==> config.mk <==
export PLATFORM = sky130hd
export DESIGN_NAME = midpoint_ellipse_rasterizer_flat
export DESIGN_NICKNAME = d
export VERILOG_FILES = /design/src/rtl/core/mer_pkg.sv /design/src/rtl/core/mer_in_if.sv /design/src/rtl/core/mer_out_if.sv /design/src/rtl/core/mer_cfg_if.sv /design/src/rtl/core/mer_cfg.sv /design/src/rtl/core/mer_mul.sv /design/src/rtl/core/mer_seq.sv /design/src/rtl/core/midpoint_ellipse_rasterizer.sv /design/src/flat_wrapper.sv
export VERILOG_INCLUDE_DIRS = /design/src /design/src/rtl/core
export SDC_FILE = /design/constraint.sdc
export NUM_CORES = 2
export LEC_CHECK = 0
export BUFFER_PORTS_ARGS = -buffer_cell sky130_fd_sc_hd__buf_4
export CAP_MARGIN = 15
export CORE_MARGIN = 2
export CORE_UTILIZATION = 47
export DETAILED_ROUTE_END_ITERATION = 10
export PLACE_DENSITY = 0.62
export SKIP_LAST_GASP = 1
export SYNTH_ARGS = -nofsm -noshare
export SYNTH_HDL_FRONTEND = slang
export SYNTH_SLANG_ARGS = --single-unit
==> constraint.sdc <==
create_clock -name clk -period 7.3 [get_ports clk]
set_clock_uncertainty 0.15 [all_clocks]
set_input_delay 1.095 -clock clk [delete_from_list [all_inputs] [get_ports clk]]
set_output_delay 1.095 -clock clk [all_outputs]
set_load 0.1 [all_outputs]
==> src/rtl/core/assert_macros.svh <==
// Assertion macros used by the RTL of the ellipse rasterizer.
`ifndef ASSERT_MACROS_SVH
`define ASSERT_MACROS_SVH

// Check a property on every rising clock edge, off while reset is held.
`define MER_ASSERT(lbl, prop, msg) \
  lbl: assert property (@(posedge clk) disable iff (!rst_n) prop) else $error(msg);

// Check that a condition never holds on a clock edge.
`define MER_ASSERT_NEVER(lbl, cond, msg) \
  `MER_ASSERT(lbl, !(cond), msg)

`endif

==> src/rtl/core/mer_pkg.sv <==
// Shared widths, codes and types of the midpoint ellipse rasterizer.
package mer_pkg;

  localparam int COORD_BITS    = 10;
  localparam int RADIUS_BITS   = 9;
  localparam int OFF_BITS      = RADIUS_BITS + 1;
  localparam int DEC_BITS      = 4 * RADIUS_BITS + 8;
  localparam int OUT_BITS      = COORD_BITS + 2;
  localparam int SQ_BITS       = 2 * RADIUS_BITS;
  localparam int PROD_BITS     = SQ_BITS + OFF_BITS;
  localparam int CFG_IDX_BITS  = 2;
  localparam int CFG_DATA_BITS = (COORD_BITS > RADIUS_BITS) ? COORD_BITS : RADIUS_BITS;

  typedef enum logic [CFG_IDX_BITS-1:0] {
    CFG_CENTER_X,
    CFG_CENTER_Y,
    CFG_RADIUS_X,
    CFG_RADIUS_Y
  } cfg_idx_t;

  typedef enum logic [1:0] {
    REG_IDLE,
    REG_ONE,
    REG_TWO
  } region_t;

  typedef enum logic [2:0] {
    S_IDLE,
    S_SQX,
    S_SQY,
    S_PA,
    S_PB,
    S_PC,
    S_UPD
  } state_t;

  typedef struct packed {
    logic [COORD_BITS-1:0]  center_x;
    logic [COORD_BITS-1:0]  center_y;
    logic [RADIUS_BITS-1:0] radius_x;
    logic [RADIUS_BITS-1:0] radius_y;
  } cfg_t;

  typedef struct packed {
    logic [SQ_BITS-1:0]  a;
    logic [OFF_BITS-1:0] b;
  } mul_op_t;

endpackage

==> src/rtl/core/mer_in_if.sv <==
// Step request channel: one item carries the restart flag.
interface mer_in_if;
  logic valid;
  logic ready;
  logic restart;

  modport source (output valid, output restart, input ready);
  modport sink (input valid, input restart, output ready);
endinterface

==> src/rtl/core/mer_out_if.sv <==
// Point channel: one item carries the four mirrored coordinates and flags.
interface mer_out_if;
  logic                                 valid;
  logic                                 ready;
  logic signed [mer_pkg::OUT_BITS-1:0] right_x;
  logic signed [mer_pkg::OUT_BITS-1:0] left_x;
  logic signed [mer_pkg::OUT_BITS-1:0] lower_y;
  logic signed [mer_pkg::OUT_BITS-1:0] upper_y;
  logic                                 point_valid;
  logic                                 done_res;

  modport source (output valid, output right_x, output left_x, output lower_y,
                  output upper_y, output point_valid, output done_res, input ready);
  modport sink (input valid, input right_x, input left_x, input lower_y,
                input upper_y, input point_valid, input done_res, output ready);
endinterface

==> src/rtl/core/mer_cfg_if.sv <==
// Configuration write channel: register index and write data.
interface mer_cfg_if;
  logic                               valid;
  logic                               ready;
  logic [mer_pkg::CFG_IDX_BITS-1:0]  index;
  logic [mer_pkg::CFG_DATA_BITS-1:0] data;

  modport source (output valid, output index, output data, input ready);
  modport sink (input valid, input index, input data, output ready);
endinterface

==> src/rtl/core/mer_cfg.sv <==
// Configuration register file: center and radii.
module mer_cfg (
  input  logic          clk,
  input  logic          rst_n,
  mer_cfg_if.sink       cfg_ch,
  output mer_pkg::cfg_t cfg
);

  mer_pkg::cfg_t cfg_r;

  assign cfg_ch.ready = 1'b1;
  assign cfg            = cfg_r;

  always_ff @(posedge clk) begin
    if (!rst_n) begin
      cfg_r <= '0;
    end else if (cfg_ch.valid) begin
      unique case (mer_pkg::cfg_idx_t'(cfg_ch.index))
        mer_pkg::CFG_CENTER_X: cfg_r.center_x <= cfg_ch.data[mer_pkg::COORD_BITS-1:0];
        mer_pkg::CFG_CENTER_Y: cfg_r.center_y <= cfg_ch.data[mer_pkg::COORD_BITS-1:0];
        mer_pkg::CFG_RADIUS_X: cfg_r.radius_x <= cfg_ch.data[mer_pkg::RADIUS_BITS-1:0];
        mer_pkg::CFG_RADIUS_Y: cfg_r.radius_y <= cfg_ch.data[mer_pkg::RADIUS_BITS-1:0];
      endcase
    end
  end

endmodule

==> src/rtl/core/mer_mul.sv <==
// Shared multiplier with a registered product.
module mer_mul (
  input  logic                            clk,
  input  mer_pkg::mul_op_t                op,
  output logic [mer_pkg::PROD_BITS-1:0]  prod_r
);

  logic [mer_pkg::PROD_BITS-1:0] prod_nxt;

  assign prod_nxt = mer_pkg::PROD_BITS'(op.a) * mer_pkg::PROD_BITS'(op.b);

  always_ff @(posedge clk) begin
    prod_r <= prod_nxt;
  end

endmodule

==> src/rtl/core/mer_seq.sv <==
// Step sequencer, decision update and point output register.
`include "assert_macros.svh"

module mer_seq (
  input  logic                           clk,
  input  logic                           rst_n,
  mer_in_if.sink                         in_ch,
  mer_out_if.source                      out_ch,
  input  mer_pkg::cfg_t                  cfg,
  output mer_pkg::mul_op_t               mul_op,
  input  logic [mer_pkg::PROD_BITS-1:0] prod
);

  localparam int OB = mer_pkg::OFF_BITS;
  localparam int DB = mer_pkg::DEC_BITS;
  localparam int UB = mer_pkg::OUT_BITS;
  localparam int SB = mer_pkg::SQ_BITS;

  mer_pkg::state_t  state_r, state_nxt;
  mer_pkg::region_t region_r, region_nxt;
  logic             restart_r;
  logic [OB-1:0]    off_x_r, off_x_nxt;
  logic [OB-1:0]    off_y_r, off_y_nxt;
  logic [DB-1:0]    dec_r, dec_nxt;
  logic [SB-1:0]    rx2_r, ry2_r;
  logic [mer_pkg::PROD_BITS-1:0] pa_r, pb_r;

  logic                 out_valid_r;
  logic signed [UB-1:0] out_right_r, out_left_r, out_lower_r, out_upper_r;
  logic signed [UB-1:0] right_nxt, left_nxt, lower_nxt, upper_nxt;
  logic                 out_pv_r, out_done_r, pv_nxt, done_nxt;

  logic          upd_go;
  logic [DB-1:0] rx2_e, ry2_e, pa_e, pb_e, pc_e, step_e;
  logic          dec_le, slope_le;

  assign upd_go = (state_r == mer_pkg::S_UPD) && (!out_valid_r || out_ch.ready);

  // Next state
  always_comb begin
    state_nxt = state_r;
    unique case (state_r)
      mer_pkg::S_IDLE: if (in_ch.valid) state_nxt = mer_pkg::S_SQX;
      mer_pkg::S_SQX:  state_nxt = mer_pkg::S_SQY;
      mer_pkg::S_SQY:  state_nxt = mer_pkg::S_PA;
      mer_pkg::S_PA:   state_nxt = mer_pkg::S_PB;
      mer_pkg::S_PB:   state_nxt = mer_pkg::S_PC;
      mer_pkg::S_PC:   state_nxt = mer_pkg::S_UPD;
      mer_pkg::S_UPD:  if (upd_go) state_nxt = mer_pkg::S_IDLE;
      default:         state_nxt = mer_pkg::S_IDLE;
    endcase
  end

  // Outputs of the sequencer: input ready and multiplier operands
  always_comb begin
    in_ch.ready = (state_r == mer_pkg::S_IDLE);
    mul_op      = '0;
    unique case (state_r)
      mer_pkg::S_SQX: begin
        mul_op.a = SB'(cfg.radius_x);
        mul_op.b = OB'(cfg.radius_x);
      end
      mer_pkg::S_SQY: begin
        mul_op.a = SB'(cfg.radius_y);
        mul_op.b = OB'(cfg.radius_y);
      end
      mer_pkg::S_PA: begin
        mul_op.a = rx2_r;
        mul_op.b = restart_r ? OB'(cfg.radius_y) : off_y_r;
      end
      mer_pkg::S_PB: begin
        mul_op.a = ry2_r;
        mul_op.b = off_x_r;
      end
      // hold the region-2 start product while the update waits
      mer_pkg::S_PC, mer_pkg::S_UPD: begin
        mul_op.a = ry2_r;
        mul_op.b = OB'(cfg.radius_x);
      end
      default: mul_op = '0;
    endcase
  end

  // Decision and offset update; pa = rx2*y, pb = ry2*x, pc = ry2*rx
  always_comb begin
    rx2_e    = DB'(rx2_r);
    ry2_e    = DB'(ry2_r);
    pa_e     = DB'(pa_r);
    pb_e     = DB'(pb_r);
    pc_e     = DB'(prod);
    dec_le   = (dec_r == '0) || dec_r[DB-1];
    slope_le = (pb_r <= pa_r);
    step_e   = '0;

    off_x_nxt  = off_x_r;
    off_y_nxt  = off_y_r;
    dec_nxt    = dec_r;
    region_nxt = region_r;
    pv_nxt     = 1'b1;
    done_nxt   = 1'b0;

    if (restart_r) begin
      off_x_nxt  = '0;
      off_y_nxt  = OB'(cfg.radius_y);
      dec_nxt    = (ry2_e << 2) - (pa_e << 2) + rx2_e;
      region_nxt = mer_pkg::REG_ONE;
    end else begin
      unique case (region_r)
        mer_pkg::REG_ONE: begin
          if ((off_y_r != '0) && slope_le) begin
            off_x_nxt = off_x_r + OB'(1);
            // ry2 times the new x, zero where x wraps
            step_e = (off_x_r == '1) ? '0 : (pb_e + ry2_e);
            if (dec_le) begin
              dec_nxt = dec_r + (step_e << 3) + (ry2_e << 2);
            end else begin
              off_y_nxt = off_y_r - OB'(1);
              dec_nxt   = dec_r + (step_e << 3) - ((pa_e - rx2_e) << 3) + (ry2_e << 2);
            end
          end else begin
            off_x_nxt  = OB'(cfg.radius_x);
            off_y_nxt  = '0;
            dec_nxt    = (rx2_e << 2) - (pc_e << 2) + ry2_e;
            region_nxt = mer_pkg::REG_TWO;
          end
        end
        mer_pkg::REG_TWO: begin
          if ((off_x_r != '0) && !slope_le) begin
            off_y_nxt = off_y_r + OB'(1);
            // rx2 times the new y, zero where y wraps
            step_e = (off_y_r == '1) ? '0 : (pa_e + rx2_e);
            if (dec_le) begin
              dec_nxt = dec_r + (step_e << 3) + (rx2_e << 2);
            end else begin
              off_x_nxt = off_x_r - OB'(1);
              dec_nxt   = dec_r + (step_e << 3) - ((pb_e - ry2_e) << 3) + (rx2_e << 2);
            end
          end else begin
            region_nxt = mer_pkg::REG_IDLE;
            pv_nxt     = 1'b0;
            done_nxt   = 1'b1;
          end
        end
        default: begin
          region_nxt = mer_pkg::REG_IDLE;
          pv_nxt     = 1'b0;
          done_nxt   = 1'b1;
        end
      endcase
    end

    if (pv_nxt) begin
      right_nxt = $signed(UB'(cfg.center_x) + UB'(off_x_nxt));
      left_nxt  = $signed(UB'(cfg.center_x) - UB'(off_x_nxt));
      lower_nxt = $signed(UB'(cfg.center_y) + UB'(off_y_nxt));
      upper_nxt = $signed(UB'(cfg.center_y) - UB'(off_y_nxt));
    end else begin
      right_nxt = '0;
      left_nxt  = '0;
      lower_nxt = '0;
      upper_nxt = '0;
    end
  end

  // Control state
  always_ff @(posedge clk) begin
    if (!rst_n) begin
      state_r     <= mer_pkg::S_IDLE;
      region_r    <= mer_pkg::REG_IDLE;
      off_x_r     <= '0;
      off_y_r     <= '0;
      dec_r       <= '0;
      out_valid_r <= 1'b0;
    end else begin
      state_r <= state_nxt;
      if (upd_go) begin
        region_r    <= region_nxt;
        off_x_r     <= off_x_nxt;
        off_y_r     <= off_y_nxt;
        dec_r       <= dec_nxt;
        out_valid_r <= 1'b1;
      end else if (out_ch.ready) begin
        out_valid_r <= 1'b0;
      end
    end
  end

  // Operand captures and point payload
  always_ff @(posedge clk) begin
    if (in_ch.valid && in_ch.ready) restart_r <= in_ch.restart;
    if (state_r == mer_pkg::S_SQY) rx2_r <= prod[SB-1:0];
    if (state_r == mer_pkg::S_PA)  ry2_r <= prod[SB-1:0];
    if (state_r == mer_pkg::S_PB)  pa_r  <= prod;
    if (state_r == mer_pkg::S_PC)  pb_r  <= prod;
    if (upd_go) begin
      out_right_r <= right_nxt;
      out_left_r  <= left_nxt;
      out_lower_r <= lower_nxt;
      out_upper_r <= upper_nxt;
      out_pv_r    <= pv_nxt;
      out_done_r  <= done_nxt;
    end
  end

  assign out_ch.valid       = out_valid_r;
  assign out_ch.right_x     = out_right_r;
  assign out_ch.left_x      = out_left_r;
  assign out_ch.lower_y     = out_lower_r;
  assign out_ch.upper_y     = out_upper_r;
  assign out_ch.point_valid = out_pv_r;
  assign out_ch.done_res    = out_done_r;

  `MER_ASSERT_NEVER(a_pv_done_excl, out_valid_r && out_pv_r && out_done_r, "point and done both set")
  `MER_ASSERT(a_done_idle, (out_valid_r && out_done_r) |-> (region_r == mer_pkg::REG_IDLE), "done item while a region is active")
  `MER_ASSERT(a_empty_zero, (out_valid_r && !out_pv_r) |-> (out_right_r == '0 && out_left_r == '0 && out_lower_r == '0 && out_upper_r == '0), "empty item has nonzero coordinates")
  `MER_ASSERT(a_upd_order, (state_r == mer_pkg::S_UPD) |-> ($past(state_r) == mer_pkg::S_PC || $past(state_r) == mer_pkg::S_UPD), "update entered out of sequence")

endmodule

==> src/rtl/core/midpoint_ellipse_rasterizer.sv <==
// Midpoint ellipse rasterizer: top level with config, multiplier and sequencer.
// Each accepted step item yields one point item: the next boundary point of
// the ellipse set by the center and radius registers, mirrored into four
// screen coordinates, or an empty item with done set once both regions are
// through. A step item with restart set starts again at (0, radius_y). The
// block takes a new step item only after the previous one is updated: after
// the accepting cycle a single multiplier is stepped through five products
// (both radii squared, then the two slope products and the region-2 start
// product), followed by the decision update; ready returns once the update
// is done. The finished point sits in an output register, so the next step
// is taken while that point still waits downstream; the update of that next
// step holds until the register is free. Configuration writes are accepted
// every cycle and take effect once registered, also during a step.
module midpoint_ellipse_rasterizer (
  input logic       clk,
  input logic       rst_n,
  mer_in_if.sink    in_ch,
  mer_out_if.source out_ch,
  mer_cfg_if.sink   cfg_ch
);

  mer_pkg::cfg_t                 cfg;
  mer_pkg::mul_op_t              mul_op;
  logic [mer_pkg::PROD_BITS-1:0] prod;

  mer_cfg u_cfg (
    .clk    (clk),
    .rst_n  (rst_n),
    .cfg_ch (cfg_ch),
    .cfg    (cfg)
  );

  mer_mul u_mul (
    .clk    (clk),
    .op     (mul_op),
    .prod_r (prod)
  );

  mer_seq u_seq (
    .clk    (clk),
    .rst_n  (rst_n),
    .in_ch  (in_ch),
    .out_ch (out_ch),
    .cfg    (cfg),
    .mul_op (mul_op),
    .prod   (prod)
  );

endmodule
==> src/flat_wrapper.sv <==
// flat-port wrapper written by rule: the top's interface ports become plain ports
module midpoint_ellipse_rasterizer_flat 
  (clk, rst_n, in_ch_valid, in_ch_restart, in_ch_ready, out_ch_valid, out_ch_right_x, out_ch_left_x, out_ch_lower_y, out_ch_upper_y, out_ch_point_valid, out_ch_done_res, out_ch_ready, cfg_ch_valid, cfg_ch_index, cfg_ch_data, cfg_ch_ready);
  mer_in_if in_ch_i ();
  mer_out_if out_ch_i ();
  mer_cfg_if cfg_ch_i ();
  input logic clk;
  input logic rst_n;
  input wire logic [$bits(in_ch_i.valid)-1:0] in_ch_valid;
  input wire logic [$bits(in_ch_i.restart)-1:0] in_ch_restart;
  output wire logic [$bits(in_ch_i.ready)-1:0] in_ch_ready;
  output wire logic [$bits(out_ch_i.valid)-1:0] out_ch_valid;
  output wire logic [$bits(out_ch_i.right_x)-1:0] out_ch_right_x;
  output wire logic [$bits(out_ch_i.left_x)-1:0] out_ch_left_x;
  output wire logic [$bits(out_ch_i.lower_y)-1:0] out_ch_lower_y;
  output wire logic [$bits(out_ch_i.upper_y)-1:0] out_ch_upper_y;
  output wire logic [$bits(out_ch_i.point_valid)-1:0] out_ch_point_valid;
  output wire logic [$bits(out_ch_i.done_res)-1:0] out_ch_done_res;
  input wire logic [$bits(out_ch_i.ready)-1:0] out_ch_ready;
  input wire logic [$bits(cfg_ch_i.valid)-1:0] cfg_ch_valid;
  input wire logic [$bits(cfg_ch_i.index)-1:0] cfg_ch_index;
  input wire logic [$bits(cfg_ch_i.data)-1:0] cfg_ch_data;
  output wire logic [$bits(cfg_ch_i.ready)-1:0] cfg_ch_ready;
  assign in_ch_i.valid = in_ch_valid;
  assign in_ch_i.restart = in_ch_restart;
  assign in_ch_ready = in_ch_i.ready;
  assign out_ch_valid = out_ch_i.valid;
  assign out_ch_right_x = out_ch_i.right_x;
  assign out_ch_left_x = out_ch_i.left_x;
  assign out_ch_lower_y = out_ch_i.lower_y;
  assign out_ch_upper_y = out_ch_i.upper_y;
  assign out_ch_point_valid = out_ch_i.point_valid;
  assign out_ch_done_res = out_ch_i.done_res;
  assign out_ch_i.ready = out_ch_ready;
  assign cfg_ch_i.valid = cfg_ch_valid;
  assign cfg_ch_i.index = cfg_ch_index;
  assign cfg_ch_i.data = cfg_ch_data;
  assign cfg_ch_ready = cfg_ch_i.ready;
  midpoint_ellipse_rasterizer u_core (.clk(clk), .rst_n(rst_n), .in_ch(in_ch_i), .out_ch(out_ch_i), .cfg_ch(cfg_ch_i));
endmodule
==> metrics.log <==
INFO  metric run_status = finished with violations
INFO  metric violations = negative setup slack
INFO  metric tritoncts = built
INFO  metric drive_gt1_share = 20.6%
INFO  metric multiInputGateArea = ~33000 µm²
INFO  metric post_drt_wl_per_cell = 22.0 µm
INFO  metric dominantRegCellSynth = edfxtp_1
INFO  metric leakage = 22.8 nW
INFO  metric htreeDepth = 2
INFO  metric ir_worst_vdd = around 0.00015 V
INFO  metric power.total = approximately 0.0062 W
INFO  metric cts_sinks = 273
INFO  metric final.setup.worst_slack = -254 ps
INFO  metric yosys.cell_types.count = 119
INFO  metric wire_length_of_the_first_global_routing_pass = 235000 µm
INFO  metric rsz0062_at_grt = yes
INFO  metric slew_violations = 0
INFO  metric final_setup_violation_count = 16
INFO  metric num_io_pins = 71
INFO  metric globalRouteTotalUtil = 33.7%
INFO  metric post_synth_edffs = between 100 and 150
INFO  metric synth.yosys.seq_area_share = 16.6%
INFO  metric drtAntennaViolNets = 0
INFO  metric synth_common_cells = 505 x ha_1, 480 x nor2_1, 462 x nand2_1, 458 x inv_1, 447 x a21oi_1
INFO  metric crit_slowest_cell = edfxtp_1
INFO  metric design.die.area = around 90000 µm²
INFO  metric maxCapViolCount = 0
INFO  metric pwr-share-seq = 26.9%
INFO  metric synthDominantAreaCellType = ha_1
INFO  metric clock_power_share = 30.2%
INFO  metric max_slew.worst_pin.slew = 1160 ps
INFO  metric final_period_minus_worst_setup_slack = 7550 ps
INFO  metric post-place-cells = 6953
INFO  metric postSynthAreaPerCell = around 7.9 µm²
INFO  metric pin_count_of_the_biggest_net_entering_global_routing = 70
INFO  metric core.rowCount = ~110
INFO  metric syn_to_final_growth = 23.8%
INFO  metric reg_to_reg_startpoint = u_core.u_seq.rx2_r[0]
INFO  metric reg2reg_slack = -250 ps
INFO  metric detailedRoute.firstIterationViolations = 4207
INFO  metric hold_violation_total_from_the_final_report = 0
INFO  metric worst_ep_arrival_time = 7880 ps
INFO  metric final.period_utilization = 103%
INFO  metric max-clock-path-buffers = 3
INFO  metric finalWeightedCongestion = between 1 and 1.5
INFO  metric pwr-share-comb = 43.0%
INFO  metric holdCritStartpoint = u_core.u_mul.prod_r[26]
INFO  metric ys_async_sr_fraction = 0%
INFO  metric floorplan.initialDensity = around 47%
INFO  metric cts-buffers-inserted = 36
INFO  metric die_width = 300 µm
INFO  metric synth_area = 41100 µm²
INFO  metric yosysTopAreaCellShare = between 15 and 20%
INFO  metric switch_share = 37.9%
INFO  metric stdcell_count = 7065
INFO  metric die_height = 300 µm
INFO  metric power.switching = 0.00234 W
INFO  metric cts.root.buffer_cell = clkbuf_16
INFO  metric yosys_register_bits = approximately 270
INFO  metric synthMostInstantiatedCell = ha_1
INFO  metric vias_per_cell = 5.94
INFO  metric dpl_worst_slack = -822 ps
INFO  metric timing.critical_path.required = 7620 ps
INFO  metric design_area = between 50000 and 60000 µm²
INFO  metric critPathLaunch = u_core.u_seq.rx2_r[0]
INFO  metric critPathMaxFanout = 5
INFO  metric detail_route.wirelength = 155000 µm
INFO  metric critical_path.max_stage_delay = 420 ps
INFO  metric filler_cell_count = between 8000 and 9000
INFO  metric clk_latency = about 600 ps
INFO  metric yosys-top-cells-area = ha_1 15%, edfxtp_1 10%, fa_1 8.6%, xnor2_1 6.7%, dfxtp_1 6.6%
INFO  metric floorplan.core_area = just under 90000 µm²
INFO  metric placedInstanceArea = 47800 µm²
INFO  metric globalRoute.totalOverflow = 0
INFO  metric criticalPathCategory = register to register
INFO  metric cp-start-kind = register
INFO  metric synthesis.instances = 5232
INFO  metric clkTransAtPathRegs = 60 ps
INFO  metric place_hpwl = about 130000 µm
INFO  metric grt_antenna_before_repair = 4
INFO  metric numPortBuffers = 67
INFO  metric ys_warns = 0
INFO  metric critical_path.most_common_cell = a21o_1
INFO  metric first_global_vias = between 40000 and 50000
INFO  metric crit_path_end_kind = register
INFO  metric area_taken_by_flip_flops_and_latches = slightly below 7000 µm²
INFO  metric vias = 41975
INFO  metric slew_headroom = 21.8%
INFO  metric drc = 0
INFO  metric finalCoreUtilization = 58.7%
INFO  metric power.density = 121 nW/µm²
INFO  metric power_report.internal_total = 0.00384 W
INFO  metric fmax = 132 MHz
INFO  metric finalNetCount = 6581
INFO  metric worst_hold_path_type = register to register
INFO  metric drtPass1Iterations = 8
INFO  metric cts_hold_repair.buffers = 0
INFO  metric num_antenna_cells = 0
==> worst max-delay path, delay by kind of cell (launching register included) <==
kind / cells / cell delay, ps
buffers and inverters: 4 / 510
AOI/OAI and AO/OA: 23 / 4260
DFF: 1 / 420
and+or+nand+nor: 5 / 730
xor gates and xnor gates: 1 / 110
adders and majority gates: 5 / 1230
==> per-stage QoR <==
stage,setup TNS (ps),hold slack (ps)
final,-1790,337
after global routing,-7800,363
after CTS,-787,334
after detailed placement,-8710,325
after global placement,-8130,313
after floorplan,-176,274
==> path summary, 6_finish.rpt <==
path	end	cells after the start
setup / recovery	u_core.u_seq.dec_r[41]	38
hold / removal	u_core.u_seq.pa_r[26]	0
setup reg to reg	u_core.u_seq.dec_r[41]	38
hold reg to reg	u_core.u_seq.pa_r[26]	0
==> cells by family after synthesis <==
family          count (synthesis)  synth area share, %
flops                         273                 16.6
compound gates               1472                 23.6
buf+inv                       682                 6.48
xor+xnor                      422                 9.07
fa+ha+maj                     681                 23.9
mux                            38                0.958
simple gates                 1662                 19.3
other cells                     2               0.0183
==> repair_timing <==
item	4_1_cts	5_1_grt
endpoints found under the setup margin	23	31
gates resized for setup	171	129
pin swaps	123	95
buffers inserted	32	18
==> layer usage <==
layer	vias up	routed length [µm]	part of all wire, %	global-route usage [%]
li1	19879	-	-	-
met1	20062	65600	42	44.9
met2	1736	69300	45	54.3
met3	296	14500	9.3	6.53
met4	2	5860	3.8	12.1
met5	-	13	0.0084	0
==> area by class of cell <==
cell class / instances / share of cell area (%)
Clock buffer: 53 / 2.01
Clock inverter: 13 / 0.383
Inverter: 461 / 3.40
Multi-Input combinational cell: 4278 / 65.4
Sequential cell: 273 / 13.4
Tap cell: 1155 / 2.84
Timing Repair Buffer: 832 / 12.5
==> power groups by stage <==
stage                     clock, W  combinational [W]  sequential, W
after floorplan                  0            0.00156        0.00169
after global placement           0            0.00246        0.00169
after detailed placement         0            0.00247        0.00169
after CTS                  0.00189            0.00254        0.00166
after global routing       0.00195            0.00287        0.00166
final                      0.00186            0.00266        0.00166
==> registers in the layout, summed over array words and instances (netlist names), 3 cells and up <==
name and count:
u_core.u_cfg.cfg 38, u_core.u_mul.prod_r 28, u_core.u_seq.dec_r 44, u_core.u_seq.off_x_r 10
u_core.u_seq.off_y_r 10, u_core.u_seq.out_ch.left_x 11, u_core.u_seq.out_ch.lower_y 10, u_core.u_seq.out_ch.right_x 10
u_core.u_seq.out_ch.upper_y 11, u_core.u_seq.pa_r 28, u_core.u_seq.pb_r 28, u_core.u_seq.rx2_r 18
u_core.u_seq.ry2_r 18, u_core.u_seq.state_r 3
==> placed cells by master, fill, tap and decap left out, types with 30 or more instances in the layout <==
cell / instances
nor3_1: 123
or3_1: 52
and2_1: 48
edfxtp_1: 137
a21oi_2: 37
o31ai_1: 30
nor2b_1: 53
o21a_1: 60
and3_1: 49
nand2b_1: 65
o21ai_0: 216
nand2_1: 453
buf_4: 813
a211oi_1: 59
xnor2_1: 296
xor2_1: 99
fa_1: 173
ha_1: 466
a21oi_1: 409
nand3_1: 131
o211ai_1: 61
nor2_1: 464
clkbuf_16: 36
inv_1: 452
o21bai_1: 55
a31oi_1: 57
dfxtp_1: 135
ha_4: 32
a21o_1: 152
nand4_1: 52
No activity file was read; power rests on OpenSTA's default activity.
